File: src/rtl/core/rms_pkg.sv
// ----------------------------------------------------------------------------
// rms_pkg
// Shared constants, types and helpers for the running median stream block.
// ----------------------------------------------------------------------------
package rms_pkg;

  // Default sizing
  localparam int RMS_CAPACITY   = 1024;
  localparam int RMS_VALUE_BITS = 20;

  // Select tree: each registered node ORs 2**TREE_RADIX_LOG children
  localparam int TREE_RADIX_LOG = 4;
  localparam int TREE_RADIX     = 1 << TREE_RADIX_LOG;

  // Sequencer states
  typedef enum logic [1:0] {
    ST_IDLE,
    ST_FILL,
    ST_DONE
  } rms_state_t;

  // Number of registered tree stages for a given cell count
  function automatic int tree_levels(input int capacity);
    int bits;
    bits = $clog2(capacity);
    return (bits + TREE_RADIX_LOG - 1) / TREE_RADIX_LOG;
  endfunction

  // Offset of a stage (1-based) in the flat node array
  function automatic int tree_off(input int pad, input int stage);
    int off;
    off = 0;
    for (int s = 1; s < stage; s++) begin
      off = off + (pad >> (TREE_RADIX_LOG * s));
    end
    return off;
  endfunction

endpackage

File: src/rtl/core/rms_cell.sv
// ----------------------------------------------------------------------------
// rms_cell
// One slot of the sorted insertion chain. Holds one sample; on insert it
// keeps its value, takes its left neighbor's value, or takes the new sample.
// ----------------------------------------------------------------------------
module rms_cell
  import rms_pkg::*;
#(
  parameter int VALUE_BITS = RMS_VALUE_BITS,
  parameter int CNT_W      = $clog2(RMS_CAPACITY + 1),
  parameter int CELL_IDX   = 0
) (
  input  logic                  clk,
  input  logic                  ins_en,
  input  logic [VALUE_BITS-1:0] sample,
  input  logic [CNT_W-1:0]      count,
  input  logic [VALUE_BITS-1:0] left_val,
  input  logic                  left_gt,
  output logic [VALUE_BITS-1:0] val,
  output logic                  gt
);

  logic [VALUE_BITS-1:0] val_r;
  logic [VALUE_BITS-1:0] val_nxt;

  // An empty slot ranks above every sample; new sample goes after equals
  assign gt  = (count <= CNT_W'(CELL_IDX)) || (val_r > sample);
  assign val = val_r;

  // Shift right past the insertion point, drop the sample at it
  always_comb begin
    val_nxt = val_r;
    if (ins_en && gt) begin
      val_nxt = left_gt ? left_val : sample;
    end
  end

  always_ff @(posedge clk) begin
    val_r <= val_nxt;
  end

endmodule

File: config.mk
export PLATFORM = sky130hd
export DESIGN_NAME = rms_cell
export DESIGN_NICKNAME = d
export VERILOG_FILES = /design/src/rtl/core/rms_pkg.sv /design/src/rtl/core/rms_cell.sv
export SDC_FILE = /design/constraint.sdc
export NUM_CORES = 1
export LEC_CHECK = 0
export BUFFER_PORTS_ARGS = -buffer_cell sky130_fd_sc_hd__buf_4
export CAP_MARGIN = 20
export CORE_UTILIZATION = 40
export DETAILED_ROUTE_END_ITERATION = 8
export PLACE_DENSITY_LB_ADDON = 0.12
export SYNTH_ARGS = -nofsm -noshare
export SYNTH_HDL_FRONTEND = slang
export SYNTH_SLANG_ARGS = --single-unit
export TNS_END_PERCENT = 20
File: constraint.sdc
create_clock -name clk -period 3.22 [get_ports clk]
set_input_delay 0.322 -clock clk [delete_from_list [all_inputs] [get_ports clk]]
set_output_delay 0.322 -clock clk [all_outputs]
set_load 0.01 [all_outputs]
# Yosys cells after proc, flatten, opt, wreduce, memory -nomap -nowiden
# Cells that the tools add are included.
# classes
n_lt_le_gt_ge	2
n_mux	1
reduce_logical	2
# ops
op	count
$gt A20 B20 Y1	1
$mux W20	1
$le A11 B1 Y1 const B	1
$logic_and A1 B1 Y1	1
$logic_or A1 B1 Y1	1
# word_totals
reg_bits	20
input_bits	54
out_inout_bits	21
wordCells	6

# Longest topological paths before layout
# logic_depth
word_depth	3
mapped_depth	7
ltp_nobuf	7

# Worst setup path after synthesis
# No wires, ideal clock.
# synth_path
path_kind	reg-to-reg
from	reg val_r[19] (netlist: val[19])
to	reg val_r[0] (netlist: val[0]) (enable)
setup_time_ns	0.397
t_arrival_ns	2.464
required_ns	2.823
path_slack_ns	0.360
path_stages_with_launch	7
path_buffers	0
period_less_slack_ns	2.860
cell_sequence	edfxtp_1 -> ha_1 -> nand4_1 -> or4_1 -> a21oi_1 -> nor4_1 -> nor2_1
# synth_between
elab_chain_cells	3
# synth_lines
element	line	text
start, declared	rms_cell.sv:23	logic [VALUE_BITS-1:0] val_r;
start signal, assigned	rms_cell.sv:39	val_r <= val_nxt;
$gt A20 B20 Y1	rms_cell.sv:27	assign gt = (count <= CNT_W'(CELL_IDX)) || (val_r > sample);
$logic_or A1 B1 Y1	rms_cell.sv:27	
$logic_and A1 B1 Y1	rms_cell.sv:33	if (ins_en && gt) begin
# No other way between the ends.
# A chain may end at the register's enable or synchronous reset.

# Worst setup path after layout
# layout_path
from	reg val_r[18] (netlist: val[18])
to	out gt
# layout_between
elab_chain_cells	2
# layout_lines
element	line	text
$gt A20 B20 Y1	rms_cell.sv:27	
$logic_or A1 B1 Y1	rms_cell.sv:27	
end, declared	rms_cell.sv:20	output logic gt
# No other way between the ends.

==> impl_metrics.ini <==
[setup_path]
worstPathMaxFanout = 4
slowest_stage = or4_1
path_cells = ha_1, nand4_1, or4_1, a21oi_1, nor4_1, nor2b_1, buf_4
slowest_delay_ps = 560
crit_family = simple AND/OR/NAND/NOR gates
end_kind = output pin
crit_arrival_ps = 2310
critPathKind = reg2out
required_ps = 2900
critPathBufInv = 1
crit_path_start_kind = flip-flop

[floorplanning]
start_util_pct = 42.9
die-area_um2 = 3590
core-area_um2 = 3130
die_h_um = 59.9
rows = 20
die_x_um = 59.9
ioPinCount = 75

[grt]
grt_pass1_wl_mm = 4.76
busiest_layer = met2
use_met2_pct = 31.6
grtUsageTotal_pct = 17.9
grt_pass1_vias = 1208
grt_util_met3_pct = 3.25
antenna_found_initial = 0
grt_max_degree = 40
grt-ovfl-total = 0
use_met1_pct = 22.2

[pwr]
leakage_nw = 0.979
pwr_density_cell_nw_per_um2 = 350
design_power_total_mw = 0.700
irDropWorstVdd_mv = 0.229

[sta]
worst_pin_slew_ps = 461
setup_viol = 0
fmax_ghz = 0.380
hold_violations = 0
slew_headroom_pct = 69.0
fin_setup_tns_ps = 0
clock_skew_ps = 0.852
slew_viol_final = 0
period_share_pct = 81.8
rsz0062_at_grt = no
min_period_ps = 2630

[finish]
drive_gt1_share_pct = 37.2
regArea_um2 = 601
syn2layout_area_growth_pct = 49.1
largest_register_ffs = 20
diodes = 0
nNetsFinal = 293
n_fill_cell = 280
multi_input_area_um2 = 649
fin_cells = 262

[worst_hold_path]
hold_path_class = in2reg

[clock_network]
postCtsSetupBuffers = 0
ctsHoldBuffers = 0
htreeDepth = 1
path_clk_slew_ps = 110
cts_root_buffer = clkbuf_4
cts_buffer_depth = 2
clk_latency_ps = 300
cts_tree = built
cts_made_buffers = 3
clock-sinks = 20
cts-resized-gates = 0

[place]
hpwl_mm = 2.66
gp_congestion = 0.818
port_buffers = 74
dp.cells = 258

[synthesis]
synthArstFlopShare_pct = 0
ys_ff_latch = 20
yosysWarnings = 0
syn_nets = 217
avgSynthCellArea_um2 = 9.38
synth_edf_count = 20
synth-main-ff-cell = edfxtp_1
syn_area_um2 = 1340
yosysSeqAreaShare_pct = 44.8
synth_cell_types = 20
postSynthCellCount = 143
synthTopCellsByCount = 22 x nand2_1, 22 x o21ai_0, 21 x inv_1, 20 x edfxtp_1, 20 x ha_1
synth_largest_area_cell = edfxtp_1
synth_top_area_share_pct = 44.8
synthTopCellsByArea = edfxtp_1 45%, ha_1 19%, o21ai_0 8.2%

[detailed_routing]
drc = 0
vias = 1282
drt_wl_total_mm = 3.10
drtIter0Drc = 16
vias_per_cell = 4.89
first_pass_iters = 4
wire_per_inst_um = 11.8
postRouteAntennaNets = 0

[status]
outcome = completed

[job]
maxCapViolCount = 0
worst reg2reg max path, stage by stage (launching register included):
cell and delay, ps:
edfxtp_1 420, ha_1 310, nand4_1 160, or4_1 560, a21oi_1 160, nor4_1 90
nor2_2 330, buf_4 300
layout make-up:
type,instances,area share (%)
inverters,21,3.94
multi-input cells,98,32.5
clock buffers,3,1.13
clock inverters,1,1.50
well taps,44,2.75
repair buffers,75,28.2
flip-flops and latches,20,30.0
per-layer routing:
| metal | part of all wire [%] | up-vias |
|---|---|---|
| met4 | 1.1 | 0 |
| li1 | - | 660 |
| met2 | 51 | 44 |
| met1 | 42 | 572 |
| met3 | 5.5 | 6 |
| met5 | 0 | - |
cells in the final DEF (no fill, tap or decap):
cell        n
bufinv_16   1
nor3_1      2
clkbuf_4    3
nand2_1    22
nand4_1     5
nor4_1      3
nor2b_1     2
mux2_2      1
nor2_1      2
a22o_1      1
o21ai_0    22
buf_4      75
or4_1       1
nor2_2      1
a31oi_1     1
nand3_1     2
inv_1      21
edfxtp_1   20
and4_1      1
a21oi_1     9
ha_1       20
o211ai_1    1
a21o_1      2
stage by stage:
stage | setup WS, ps | area [µm²] | hold WS [ps] | utilization (%)
after global placement | 665 | 1950 | 599 | 62.2
after detailed placement | 582 | 1950 | 610 | 62.2
final | 585 | 2000 | 290 | 63.9
after CTS | 567 | 2000 | 292 | 63.9
after global routing | 399 | 2000 | 281 | 63.9
after floorplan | 360 | 1340 | 509 | -
logic make-up after synthesis:
| group | synth area share [%] |
|---|---|
| compound gates | 14.4 |
| fa+ha+maj | 18.7 |
| buf+inv | 7.00 |
| flops | 44.8 |
| mux | 0.839 |
| simple gates | 14.4 |
power breakdown:
group	internal [mW]	total, mW	switching, mW
logic	0.0952	0.175	0.0794
registers	0.310	0.320	0.00987
clock network	0.126	0.206	0.0800
total	0.531	0.700	0.169
worst paths after layout:
check / from / to / slack, ps / cells past startpoint
worst max-delay path: val[18] / gt / 590 / 7
worst min-delay path: left_val[13] / val[13] / 290 / 3
worst max register to register: val[18] / val[15] / 590 / 7
worst min register to register: val[2] / val[19] / 1160 / 5
Power figures use the tool's default switching activity.
